$ cat config.mk
export PLATFORM = sky130hd
export DESIGN_NAME = halfband_decimator_2x
export DESIGN_NICKNAME = d
export VERILOG_FILES = /design/src/hbd2x_pkg.sv /design/src/hbd2x_mac.sv /design/src/halfband_decimator_2x.sv
export SDC_FILE = /design/constraint.sdc
export NUM_CORES = 2
export LEC_CHECK = 0
export ABC_AREA = 1
export BUFFER_PORTS_ARGS = -buffer_cell sky130_fd_sc_hd__buf_2
export CAP_MARGIN = 10
export CORE_UTILIZATION = 58
export CTS_BUF_LIST = sky130_fd_sc_hd__clkbuf_4 sky130_fd_sc_hd__clkbuf_8 sky130_fd_sc_hd__clkbuf_16
export DETAILED_ROUTE_END_ITERATION = 10
export PLACE_DENSITY = 0.78
export SYNTH_ARGS = -nofsm -noshare
export SYNTH_HDL_FRONTEND = slang
export SYNTH_HIERARCHICAL = 1
export SYNTH_SLANG_ARGS = --single-unit
$ cat constraint.sdc
create_clock -name i_clk -period 6.4 [get_ports i_clk]
set_input_delay 0.32 -clock i_clk [delete_from_list [all_inputs] [get_ports i_clk]]
set_output_delay 0.32 -clock i_clk [all_outputs]
set_load 0.1 [all_outputs]
$ cat src/hbd2x_pkg.sv
// ---------------------------------------------------------------------------
// hbd2x_pkg
// Constants, tap table and shared types for the half-band decimator by two.
// ---------------------------------------------------------------------------
package hbd2x_pkg;

    localparam int SAMPLE_BITS   = 24;
    localparam int COEF_BITS     = 18;
    localparam int ODD_TAPS      = 24;
    // outer taps reach from the current sample back to the oldest stored one
    localparam int HISTORY_DEPTH = 2 * ODD_TAPS - 2;
    localparam int HALF_DEPTH    = HISTORY_DEPTH / 2;
    localparam int CENTRE_K      = HALF_DEPTH - 1;

    localparam int PTR_W  = $clog2(HISTORY_DEPTH);
    localparam int CNT_W  = $clog2(HISTORY_DEPTH + 1);
    localparam int STEP_W = $clog2(ODD_TAPS + 1);
    localparam int TAP_W  = $clog2(ODD_TAPS);
    // multiplier coefficient carries one extra bit so the centre weight fits
    localparam int MCOEF_W = COEF_BITS + 1;
    localparam int PROD_W  = SAMPLE_BITS + MCOEF_W;
    localparam int ACC_W   = PROD_W + 6;
    localparam int SHR_W   = ACC_W - COEF_BITS;

    localparam logic signed [COEF_BITS-1:0] TAP_ROM [ODD_TAPS] = '{
        -18'sd3,     18'sd31,    -18'sd117,   18'sd319,   -18'sd728,   18'sd1467,
        -18'sd2711,  18'sd4722,  -18'sd7976,  18'sd13626, -18'sd25870, 18'sd82775,
         18'sd82775, -18'sd25870, 18'sd13626, -18'sd7976,  18'sd4722,  -18'sd2711,
         18'sd1467,  -18'sd728,   18'sd319,   -18'sd117,   18'sd31,    -18'sd3
    };

    typedef struct packed {
        logic clr;  // start a new sum
        logic vld;  // operand pair present this cycle
    } t_mac_op;

endpackage

$ cat src/hbd2x_mac.sv
// ---------------------------------------------------------------------------
// hbd2x_mac
// Registered multiply, wide accumulate, round half up and saturate.
// ---------------------------------------------------------------------------
module hbd2x_mac (
    input  logic                                          i_clk,
    input  logic                                          i_rst_n,
    input  hbd2x_pkg::t_mac_op                            i_op,
    input  logic signed [hbd2x_pkg::SAMPLE_BITS-1:0]      i_sample,
    input  logic signed [hbd2x_pkg::MCOEF_W-1:0]          i_coef,
    output logic                                          o_busy,
    output logic signed [hbd2x_pkg::SAMPLE_BITS-1:0]      o_sample,
    output logic                                          o_clip
);

    logic                                    r_prod_vld;
    logic signed [hbd2x_pkg::PROD_W-1:0]     r_prod;
    logic signed [hbd2x_pkg::ACC_W-1:0]      r_acc;
    logic signed [hbd2x_pkg::ACC_W-1:0]      rounded;
    logic signed [hbd2x_pkg::SHR_W-1:0]      scaled;
    logic [hbd2x_pkg::SHR_W-hbd2x_pkg::SAMPLE_BITS:0] upper;

    always_ff @(posedge i_clk) begin
        if (!i_rst_n) begin
            r_prod_vld <= 1'b0;
        end else begin
            r_prod_vld <= i_op.vld;
        end
        r_prod <= i_sample * i_coef;
        if (i_op.clr) begin
            r_acc <= '0;
        end else if (r_prod_vld) begin
            r_acc <= r_acc + hbd2x_pkg::ACC_W'(r_prod);
        end
    end

    assign o_busy = r_prod_vld;

    always_comb begin
        rounded = r_acc + (hbd2x_pkg::ACC_W'(1) <<< (hbd2x_pkg::COEF_BITS - 1));
        scaled  = rounded[hbd2x_pkg::ACC_W-1:hbd2x_pkg::COEF_BITS];
        upper   = scaled[hbd2x_pkg::SHR_W-1:hbd2x_pkg::SAMPLE_BITS-1];
        // out of range unless all bits above the sample's sign agree with it
        o_clip  = !((&upper) || !(|upper));
        if (!o_clip) begin
            o_sample = scaled[hbd2x_pkg::SAMPLE_BITS-1:0];
        end else if (scaled[hbd2x_pkg::SHR_W-1]) begin
            o_sample = {1'b1, {(hbd2x_pkg::SAMPLE_BITS-1){1'b0}}};
        end else begin
            o_sample = {1'b0, {(hbd2x_pkg::SAMPLE_BITS-1){1'b1}}};
        end
    end

endmodule

$ cat src/halfband_decimator_2x.sv
// ---------------------------------------------------------------------------
// halfband_decimator_2x
// Polyphase half-band FIR decimator by two over a circular sample memory.
// ---------------------------------------------------------------------------
//  channel   direction  handshake                  payload
//  input     in         i_in_valid / o_in_ready    i_sample_in
//  output    out        o_out_valid / i_out_ready  o_sample_out, o_clipped
//
//  an input transaction that yields no result writes its sample straight into memory
//  a result transaction: the accept, the reads of the sample memory (one read port)
//  feeding one multiplier, with the last tap taken from the current sample, the
//  drain through the s1 and product registers, then one write back
//  the output register holds a finished result while new input is accepted;
//  a full output register holds the block at the end of its next result
//  reset is synchronous; a fill count masks memory entries not yet written
// ---------------------------------------------------------------------------
module halfband_decimator_2x (
    input  logic                                      i_clk,
    input  logic                                      i_rst_n,
    input  logic                                      i_in_valid,
    output logic                                      o_in_ready,
    input  logic signed [hbd2x_pkg::SAMPLE_BITS-1:0]  i_sample_in,
    output logic                                      o_out_valid,
    input  logic                                      i_out_ready,
    output logic signed [hbd2x_pkg::SAMPLE_BITS-1:0]  o_sample_out,
    output logic                                      o_clipped
);

    typedef enum logic [1:0] {
        S_IDLE,
        S_RUN,
        S_DRAIN
    } t_state;

    t_state                                     r_state;
    logic [hbd2x_pkg::PTR_W-1:0]                r_wp;
    logic [hbd2x_pkg::CNT_W-1:0]                r_fill;
    logic                                       r_phase;
    logic [hbd2x_pkg::STEP_W-1:0]               r_step;
    logic signed [hbd2x_pkg::SAMPLE_BITS-1:0]   r_cur;

    logic signed [hbd2x_pkg::SAMPLE_BITS-1:0]   r_mem [hbd2x_pkg::HISTORY_DEPTH];
    logic signed [hbd2x_pkg::SAMPLE_BITS-1:0]   r_rd_data;

    logic                                       r_s1_vld;
    logic                                       r_s1_zero;
    logic                                       r_s1_cur;
    logic signed [hbd2x_pkg::MCOEF_W-1:0]       r_s1_coef;

    logic                                       r_out_vld;
    logic signed [hbd2x_pkg::SAMPLE_BITS-1:0]   r_out_sample;
    logic                                       r_out_clip;

    logic                                       in_acc;
    logic                                       want_result;
    logic                                       finish;
    logic                                       advance;
    logic                                       mem_we;
    logic signed [hbd2x_pkg::SAMPLE_BITS-1:0]   mem_wdata;
    logic [hbd2x_pkg::PTR_W:0]                  rd_off;
    logic [hbd2x_pkg::PTR_W:0]                  rd_sum;
    logic [hbd2x_pkg::PTR_W-1:0]                rd_addr;
    logic [hbd2x_pkg::PTR_W:0]                  rd_k;
    logic [hbd2x_pkg::TAP_W-1:0]                tap_idx;
    logic                                       n_zero;
    logic                                       n_cur;
    logic signed [hbd2x_pkg::MCOEF_W-1:0]       n_coef;
    logic signed [hbd2x_pkg::SAMPLE_BITS-1:0]   mac_sample;
    hbd2x_pkg::t_mac_op                         mac_op;
    logic                                       mac_busy;
    logic signed [hbd2x_pkg::SAMPLE_BITS-1:0]   mac_result;
    logic                                       mac_clip;

    assign o_in_ready   = (r_state == S_IDLE);
    assign in_acc       = i_in_valid && o_in_ready;
    assign want_result  = r_phase &&
                          (r_fill >= hbd2x_pkg::CNT_W'(hbd2x_pkg::HALF_DEPTH));
    assign finish       = (r_state == S_DRAIN) && !r_s1_vld && !mac_busy &&
                          (!r_out_vld || i_out_ready);
    // the sample goes into memory once every tap read of it is done
    assign advance      = (in_acc && !want_result) || finish;
    assign mem_we       = advance;
    assign mem_wdata    = finish ? r_cur : i_sample_in;

    // read address and mask for the current step; step 0 is the centre tap
    always_comb begin
        if (r_step == '0) begin
            rd_off  = (hbd2x_pkg::PTR_W+1)'(hbd2x_pkg::HALF_DEPTH);
            rd_k    = (hbd2x_pkg::PTR_W+1)'(hbd2x_pkg::CENTRE_K);
            tap_idx = '0;
            n_coef  = hbd2x_pkg::MCOEF_W'(1) <<< (hbd2x_pkg::COEF_BITS - 1);
        end else begin
            rd_off  = (hbd2x_pkg::PTR_W+1)'({r_step, 1'b0}) - (hbd2x_pkg::PTR_W+1)'(2);
            rd_k    = (hbd2x_pkg::PTR_W+1)'(hbd2x_pkg::HISTORY_DEPTH + 1) -
                      (hbd2x_pkg::PTR_W+1)'({r_step, 1'b0});
            tap_idx = hbd2x_pkg::TAP_W'(r_step - hbd2x_pkg::STEP_W'(1));
            n_coef  = hbd2x_pkg::MCOEF_W'(hbd2x_pkg::TAP_ROM[tap_idx]);
        end
        rd_sum = {1'b0, r_wp} + rd_off;
        if (rd_sum >= (hbd2x_pkg::PTR_W+1)'(hbd2x_pkg::HISTORY_DEPTH)) begin
            rd_addr = hbd2x_pkg::PTR_W'(rd_sum -
                      (hbd2x_pkg::PTR_W+1)'(hbd2x_pkg::HISTORY_DEPTH));
        end else begin
            rd_addr = hbd2x_pkg::PTR_W'(rd_sum);
        end
        // last tap multiplies the sample of this transaction
        n_cur  = (r_step == hbd2x_pkg::STEP_W'(hbd2x_pkg::ODD_TAPS));
        n_zero = !n_cur && ((hbd2x_pkg::CNT_W+1)'(rd_k) >=
                            (hbd2x_pkg::CNT_W+1)'(r_fill));
    end

    always_ff @(posedge i_clk) begin
        if (mem_we) begin
            r_mem[r_wp] <= mem_wdata;
        end
        r_rd_data <= r_mem[rd_addr];
    end

    always_ff @(posedge i_clk) begin
        if (!i_rst_n) begin
            r_state   <= S_IDLE;
            r_wp      <= '0;
            r_fill    <= '0;
            r_phase   <= 1'b0;
            r_step    <= '0;
            r_s1_vld  <= 1'b0;
            r_out_vld <= 1'b0;
        end else begin
            r_s1_vld <= (r_state == S_RUN);
            if (finish) begin
                r_out_vld <= 1'b1;
            end else if (r_out_vld && i_out_ready) begin
                r_out_vld <= 1'b0;
            end
            case (r_state)
                S_IDLE: begin
                    r_step <= '0;
                    if (in_acc && want_result) begin
                        r_state <= S_RUN;
                    end
                end
                S_RUN: begin
                    r_step <= r_step + hbd2x_pkg::STEP_W'(1);
                    if (n_cur) begin
                        r_state <= S_DRAIN;
                    end
                end
                S_DRAIN: begin
                    if (finish) begin
                        r_state <= S_IDLE;
                    end
                end
                default: begin
                    r_state <= S_IDLE;
                end
            endcase
            if (advance) begin
                r_phase <= !r_phase;
                if (r_wp == hbd2x_pkg::PTR_W'(hbd2x_pkg::HISTORY_DEPTH - 1)) begin
                    r_wp <= '0;
                end else begin
                    r_wp <= r_wp + hbd2x_pkg::PTR_W'(1);
                end
                if (r_fill != hbd2x_pkg::CNT_W'(hbd2x_pkg::HISTORY_DEPTH)) begin
                    r_fill <= r_fill + hbd2x_pkg::CNT_W'(1);
                end
            end
        end
        if (in_acc) begin
            r_cur <= i_sample_in;
        end
        r_s1_zero <= n_zero;
        r_s1_cur  <= n_cur;
        r_s1_coef <= n_coef;
        if (finish) begin
            r_out_sample <= mac_result;
            r_out_clip   <= mac_clip;
        end
    end

    assign mac_op.clr = in_acc && want_result;
    assign mac_op.vld = r_s1_vld;
    assign mac_sample = r_s1_zero ? '0 : (r_s1_cur ? r_cur : r_rd_data);

    hbd2x_mac u_mac (
        .i_clk    (i_clk),
        .i_rst_n  (i_rst_n),
        .i_op     (mac_op),
        .i_sample (mac_sample),
        .i_coef   (r_s1_coef),
        .o_busy   (mac_busy),
        .o_sample (mac_result),
        .o_clip   (mac_clip)
    );

    assign o_out_valid  = r_out_vld;
    assign o_sample_out = r_out_sample;
    assign o_clipped    = r_out_clip;

    // a result is only produced on an odd index after warm-up
    a_result_gate: assert property (@(posedge i_clk) disable iff (!i_rst_n)
        finish |-> want_result)
        else $error("result finished outside an output slot");

    // fill count and write pointer stay inside the memory
    a_fill_range: assert property (@(posedge i_clk) disable iff (!i_rst_n)
        (r_fill <= hbd2x_pkg::CNT_W'(hbd2x_pkg::HISTORY_DEPTH)) &&
        (r_wp < hbd2x_pkg::PTR_W'(hbd2x_pkg::HISTORY_DEPTH)))
        else $error("fill count or write pointer out of range");

    // pipeline is empty whenever a new transaction can start
    a_idle_empty: assert property (@(posedge i_clk) disable iff (!i_rst_n)
        (r_state == S_IDLE) |-> (!r_s1_vld && !mac_busy))
        else $error("mac pipeline busy while idle");

    // pointer only moves with a memory write
    a_wp_moves: assert property (@(posedge i_clk) disable iff (!i_rst_n)
        !mem_we |=> $stable(r_wp))
        else $error("write pointer moved without a write");

endmodule
Word-level counts from Yosys, hierarchy flattened
Memories as Yosys holds them, arrays and structs flattened. A register that Yosys moved wholly into a read port is not among the register bits.
Cells that the tools add are included.
{"block": "op_classes", "add_sub_neg": 10, "n_mul": 1, "order_cmp": 4, "eq_ne": 8, "n_mux": 20, "bitwise": 1, "reduce_logical": 28}
{"op": "24-bit two-way mux", "count": 5}
{"op": "49-bit by 19-bit adder with 49-bit output (second input constant)", "count": 1}
{"op": "49-bit by 43-bit adder with 49-bit output", "count": 1}
{"op": "24-bit by 19-bit multiplier with 43-bit output", "count": 1}
{"op": "18-bit two-way mux", "count": 2}
{"op": "7-bit two-way mux", "count": 2}
{"op": "6-bit by 1-bit adder with 6-bit output (second input constant)", "count": 2}
{"op": "6-bit two-way mux", "count": 2}
{"op": "5-bit one-hot mux with 2 select lines", "count": 1}
{"op": "1-bit logical AND", "count": 9}
{"op": "1-bit logical NOT", "count": 8}
{"op": "8-bit AND reduction", "count": 1}
{"op": "8-bit OR reduction", "count": 1}
{"op": "6-bit by 7-bit adder with 7-bit output", "count": 1}
{"op": "7-bit by 6-bit >= comparator with 1-bit output", "count": 1}
{"op": "7-bit by 6-bit >= comparator with 1-bit output (second input constant)", "count": 1}
{"op": "6-bit by 2-bit subtractor with 7-bit output (second input constant)", "count": 1}
{"op": "6-bit by 6-bit subtractor with 7-bit output (first input constant)", "count": 1}
{"op": "6-bit equality test (second input constant)", "count": 1}
{"op": "6-bit by 5-bit >= comparator with 1-bit output (second input constant)", "count": 1}
{"op": "6-bit >= comparator (second input constant)", "count": 1}
{"op": "2-bit two-way mux", "count": 3}
{"op": "6-bit != test (second input constant)", "count": 1}
{"op": "5-bit inverter with 6-bit output", "count": 1}
{"op": "16 further kinds", "count": 23}
{"block": "totals", "regBits": 185, "ramBits": 1104, "rom_bits": 576, "in_bits": 28, "out_inout_bits": 27, "memories": 2}
{"name": "r_mem", "depth": 46, "width": 24, "read_ports": 1, "rd_clocked_by_memory_dff": 1, "wr": 1, "line_no": "halfband_decimator_2x.sv:42", "rtl": "logic signed [hbd2x_pkg::SAMPLE_BITS-1:0] r_mem [hbd2x_pkg::HISTORY_DEPTH];"}
{"name": "(name not given)", "depth": 32, "width": 18, "read_ports": 1, "rd_clocked_by_memory_dff": 0, "wr": 0, "line_no": "halfband_decimator_2x.sv:97", "rtl": "n_coef = hbd2x_pkg::MCOEF_W'(hbd2x_pkg::TAP_ROM[tap_idx]);"}

Longest topological paths before layout
{"block": "depth", "ltp_word": 7, "mapped_depth": 31, "mapped_depth_nobuf": 28}

Hierarchy
The synthesis kept the hierarchy.
{"module": "halfband_decimator_2x", "instances": 1, "cells_per_inst": 3759, "area_per_inst_um2": 49876.6, "seq_area_each_um2": 35944.5}
{"module": "hbd2x_mac", "instances": 1, "cells_per_inst": 3566, "area_per_inst_um2": 25029.0, "seq_area_each_um2": 1861.8}

Worst setup path after synthesis
OpenSTA, ideal clock, no wires.
{"block": "synth_timing", "kind": "reg2reg", "startpoint": "register r_state[1]", "endpoint": "memory r_mem[28][0] in the netlist's numbering, enable pin", "t_arrival_ns": 6.066, "path_slack_ns": -0.132, "stages_incl_launch_ff": 8, "path_cell_list": "dfxtp_1 > nor2_1 > inv_1 > nor2_1 > a21oi_1 > inv_1 > nand4_1 > nor4_1"}
{"block": "synth_via", "word_cells_on_any_way": 10, "cone_classes": "eq/ne (1); mux (2); reduce/logical (7)"}
{"element": "start, declared", "line_no": "halfband_decimator_2x.sv:35", "rtl": "t_state r_state;"}
{"element": "start signal, assigned", "line_no": "halfband_decimator_2x.sv:121", "rtl": "r_state <= S_IDLE;"}
{"element": "start signal, assigned", "line_no": "halfband_decimator_2x.sv:139", "rtl": "r_state <= S_RUN;"}
{"element": "start signal, assigned", "line_no": "halfband_decimator_2x.sv:145", "rtl": "r_state <= S_DRAIN;"}
{"element": "2-bit logical NOT", "line_no": "halfband_decimator_2x.sv:74", "rtl": "assign o_in_ready = (r_state == S_IDLE);"}
{"element": "net o_in_ready", "line_no": "halfband_decimator_2x.sv:21", "rtl": "output logic o_in_ready,"}
{"element": "1-bit logical AND", "line_no": "halfband_decimator_2x.sv:75", "rtl": "assign in_acc = i_in_valid && o_in_ready;"}
{"element": "net in_acc", "line_no": "halfband_decimator_2x.sv:54", "rtl": "logic in_acc;"}
{"element": "1-bit logical AND", "line_no": "halfband_decimator_2x.sv:81", "rtl": "assign advance = (in_acc && !want_result) || finish;"}
{"element": "1-bit logical OR", "line_no": "halfband_decimator_2x.sv:81"}
{"element": "1-bit two-way mux", "line_no": "halfband_decimator_2x.sv:113", "rtl": "if (mem_we) begin"}
{"element": "1-bit two-way mux (not written as such)", "line_no": "halfband_decimator_2x.sv:114", "rtl": "r_mem[r_wp] <= mem_wdata;"}
{"element": "end, declared", "line_no": "halfband_decimator_2x.sv:42"}
The timed path passes the listed nets, and every way through them passes these cells.

Worst setup path in the final report
{"block": "layout_timing", "startpoint": "register r_s1_cur", "endpoint": "register u_mac/r_prod[29] in the netlist's numbering"}
{"block": "layout_via", "elab_chain_len": 3}
{"element": "start, declared", "line_no": "halfband_decimator_2x.sv:47", "rtl": "logic r_s1_cur;"}
{"element": "start signal, assigned", "line_no": "halfband_decimator_2x.sv:173", "rtl": "r_s1_cur <= n_cur;"}
{"element": "24-bit two-way mux (2 in series)", "line_no": "halfband_decimator_2x.sv:183", "rtl": "assign mac_sample = r_s1_zero ? '0 : (r_s1_cur ? r_cur : r_rd_data);"}
{"element": "net mac_sample (one bit)", "line_no": "halfband_decimator_2x.sv:68", "rtl": "logic signed [hbd2x_pkg::SAMPLE_BITS-1:0] mac_sample;"}
{"element": "24-bit by 19-bit multiplier with 43-bit output", "line_no": "hbd2x_mac.sv:29", "rtl": "r_prod <= i_sample * i_coef;"}
{"element": "end signal, assigned", "line_no": "hbd2x_mac.sv:29"}
{"element": "end, declared", "line_no": "hbd2x_mac.sv:17", "rtl": "logic signed [hbd2x_pkg::PROD_W-1:0] r_prod;"}
The timed path passes the listed nets, and every way through them passes these cells.
A chain may end at the register's enable or synchronous reset.

==> flow_metrics.tcl <==
set metrics [dict create \
    run_status "completed" \
    die_x_um 361 \
    max_slew_margin_pct 22.4 \
    power.density_mw_per_mm2 233 \
    clockBufferDepth 3 \
    start_util_pct 58.6 \
    cts_tree "built" \
    syn_area_mm2 0.0749 \
    synth_seq_area_share_pct 50.5 \
    crit-reg2reg-launch "r_s1_cur" \
    post-place-ws_ns -0.102 \
    cap_violations 0 \
    synth_nets 8010 \
    wirelength_um 215000 \
    ys_types 55 \
    finalClockSkew_ns 0.0598 \
    crit_end "u_mac/r_prod[29]" \
    fin_total_pwr_mw 19.9 \
    num_vias 54800 \
    clock_latency_ns 0.78 \
    dpl.cell_count 8979 \
    final_hold_viol_count 0 \
    firstDrtPassIters 6 \
    grt_setup_unrepaired "yes" \
    synth_fa_ha_area_share_pct 15.5 \
    final_util_pct 66.7 \
    drv_slew 0 \
    clock-sinks 1312 \
    synth-edff-count 1153 \
    grt_util_all_layers_pct 32.4 \
    rows 131 \
    crit_start "r_s1_cur" \
    synthMuxAreaShare_pct 5.45 \
    timing.rr.end "u_mac/r_prod[29]" \
    timing_worst_setup_path_type "flip-flop to flip-flop" \
    fp.dieH_um 361 \
    ir_drop_mv 0.331 \
    ys_warn_count 6 \
    synth-xor-area-share_pct 1.09 \
    drc_errors 0 \
    clk_pin_slew_worst_paths_ns 0.06 \
    fin_cells 9291 \
    critical_path.startpoint_type "flip-flop" \
    yosys.area_share.simple_pct 16.4 \
    synthToLayoutAreaGrowth_pct 13.8 \
    tightest_slew_ns 1.16 \
    synth.avg_cell_area_um2 10.2 \
    whs_ns 0.238 \
    ant_nets 0 \
    dominantRegCellSynth "edfxtp_1" \
    vias_per_cell 5.89 \
    drtIter0Drc 6324 \
    synth_compound_area_share_pct 3.95 \
    hpwl_um 142000 \
    setup_slack_ns 0.0645 \
    critPathMaxFanout 10 \
    rrSetupSlack_ns 0.06 \
    netlist_instances 7325 \
    hold_path.class "input port to flip-flop" \
    min_period_ns 6.34 \
    synth_top_family_by_area "simple AND/OR/NAND/NOR gates" \
    timing.fmax_mhz 158 \
    grt_pass1_wl_um 319000 \
    design.die.area_mm2 0.131 \
    root_buffer "clkbuf_16" \
    cts_buffers 135 \
    drive_gt1_share_pct 11.9 \
    core_mm2 0.128 \
    arrival_ns 6.99 \
    end_kind "flip-flop" \
    setup_viol 0 \
    period_share_pct 99.0 \
    layout_common_cells "nand2_1, edfxtp_1, inv_1" \
    h-tree-depth 4 \
    fin_nets 8200 \
    r2r_cells 24 \
    async_reset_ff_share_pct 0 \
    p_leak_nw 38.5 \
    io_pins 55 \
    place_congestion 0.993 \
    ys_seq_elements 1312 \
    timing.critical_path.required_ns 7.05 \
    mostFrequentLayoutCell "nand2_1" \
    grt-ovfl-total 0 \
    io_buffers 54 \
    avgRoutedWirePerCell_um 23.1 \
    grt_pass1_vias 54800 \
    grt_antenna_before_repair 6 \
    grt_max_degree 148 \
]
[registers in the layout (all words and copies together), names as in the netlist]
name,count
u_mac/o_busy,1
r_rd_data,24
r_s1_cur,1
o_sample_out,24
r_state,2
r_cur,24
r_mem,1104
u_mac/r_acc,49
r_phase,1
r_s1_vld,1
u_mac/r_prod,43
r_wp,6
r_s1_coef,18
o_clipped,1
r_s1_zero,1
r_fill,6
o_out_valid,1
r_step,5
[synth_stat cells (3+ instances only)]
master | n | share of area, %
nand2_1 | 1442 | 7.2
edfxtp_1 | 1153 | 46
inv_1 | 1042 | 5.2
nand3_1 | 716 | 4.8
nor2_1 | 667 | 3.3
fa_1 | 456 | 12
mux2i_1 | 408 | 5.5
o21ai_0 | 245 | 1.6
clkbuf_1 | 233 | 1.2
ha_1 | 201 | 3.4
dfxtp_1 | 159 | 4.2
a21oi_1 | 148 | 0.99
xor2_1 | 67 | 0.78
buf_2 | 55 | 0.37
nor3_1 | 37 | 0.25
nand4_1 | 35 | 0.29
a211oi_1 | 30 | 0.30
o211ai_1 | 26 | 0.26
o21bai_1 | 21 | 0.21
o21ai_1 | 20 | 0.13
buf_1 | 19 | 0.095
xnor2_1 | 19 | 0.22
a21o_1 | 15 | 0.15
buf_4 | 13 | 0.13
inv_2 | 10 | 0.050
nand2_2 | 10 | 0.084
a31oi_1 | 9 | 0.075
or2_2 | 9 | 0.075
o21a_1 | 6 | 0.060
nor2_2 | 5 | 0.042
nor4_1 | 5 | 0.042
buf_6 | 4 | 0.060
nor3b_1 | 4 | 0.040
o31ai_1 | 4 | 0.040
nand3_2 | 3 | 0.040
nand3b_1 | 3 | 0.030
[cell families (layout without fill, tap and decap cells)]
| logic type | count (synthesis) | after routing |
|---|---|---|
| and+or+nand+nor | 2948 | 2948 |
| buffers and inverters | 1379 | 1678 |
| DFF | 1312 | 1312 |
| adders and majority gates | 657 | 657 |
| AOI/OAI and AO/OA | 532 | 532 |
| muxes | 408 | 408 |
| xor gates and xnor gates | 89 | 89 |
| other | 0 | 5 |
[metal layers]
metal  GRT usage [%]  part of all wire, %  vias to the layer above
met3            5.46                  9.6                      623
met4            18.7                  6.2                        0
met1            39.9                   36                    26600
met5               0                    0                        -
li1                -                    -                    24500
met2            54.0                   48                     3111
[worst max-delay path, cell delays in order, from the launching register on]
cell and delay [ns]:
dfxtp_4 0.38, buf_12 0.13, clkbuf_16 0.17, a211oi_4 0.34
buf_12 0.17, buf_4 0.11, nand2_1 0.04, inv_1 0.07
fa_1 0.43, inv_2 0.07, fa_1 0.44, fa_1 0.52
inv_1 0.06, fa_1 0.53, fa_1 0.44, fa_1 0.50
fa_2 0.58, ha_4 0.22, a21o_1 0.18, nand3_1 0.09
nand2_2 0.07, o21bai_4 0.19, a21oi_2 0.13, o21ai_1 0.11
xor2_1 0.26
[how the worst min path moves through the flow]
stage	startpoint	to	slack (ns)	cells past startpoint
2_1_floorplan	r_s1_vld	u_mac/o_busy	0.41	2
3_3_place_gp	r_s1_vld	u_mac/o_busy	0.40	2
3_5_place_dp	r_s1_vld	u_mac/o_busy	0.42	2
4_1_cts	i_out_ready	o_out_valid	0.16	4
5_1_grt	i_out_ready	o_out_valid	0.23	4
6_report	i_out_ready	o_out_valid	0.24	4
[through the flow]
step / cell area (µm²) / setup TNS [ns]
after floorplan: 74900 / 0
after global placement: 78900 / -0.118
after detailed placement: 78900 / -0.230
after CTS: 83900 / -0.0207
after global routing: 85200 / -1.62
final: 85200 / 0
[area by class of cell]
type                       instances  area [µm²]
inverter                        1053        3960
timing repair buffer             379        3340
clock inverter                    78        1010
fill                            9274       42600
multi-input combinational       4634       33400
sequential                      1312       37800
antenna                            5        12.5
clock buffer                     168        3670
tap                             1662        2080
[report_power, final]
group          total [mW]  internal, mW  leakage, nW  switching [mW]
Clock                8.25          4.82         2.31            3.43
Combinational        2.10         0.589         24.5            1.51
Sequential           9.53          9.43         11.7          0.0977
[timing repair]
action / CTS / global route
pin swaps: 4 / 73
gates resized for setup: 15 / 243
hold buffers: 25 / 0
gates cloned: 1 / 5
endpoints found under the setup margin: 10 / 29
endpoints found under the hold margin: 37 / 0
buffers inserted: 2 / 28
Note: power is estimated with default switching activity, not from simulation.
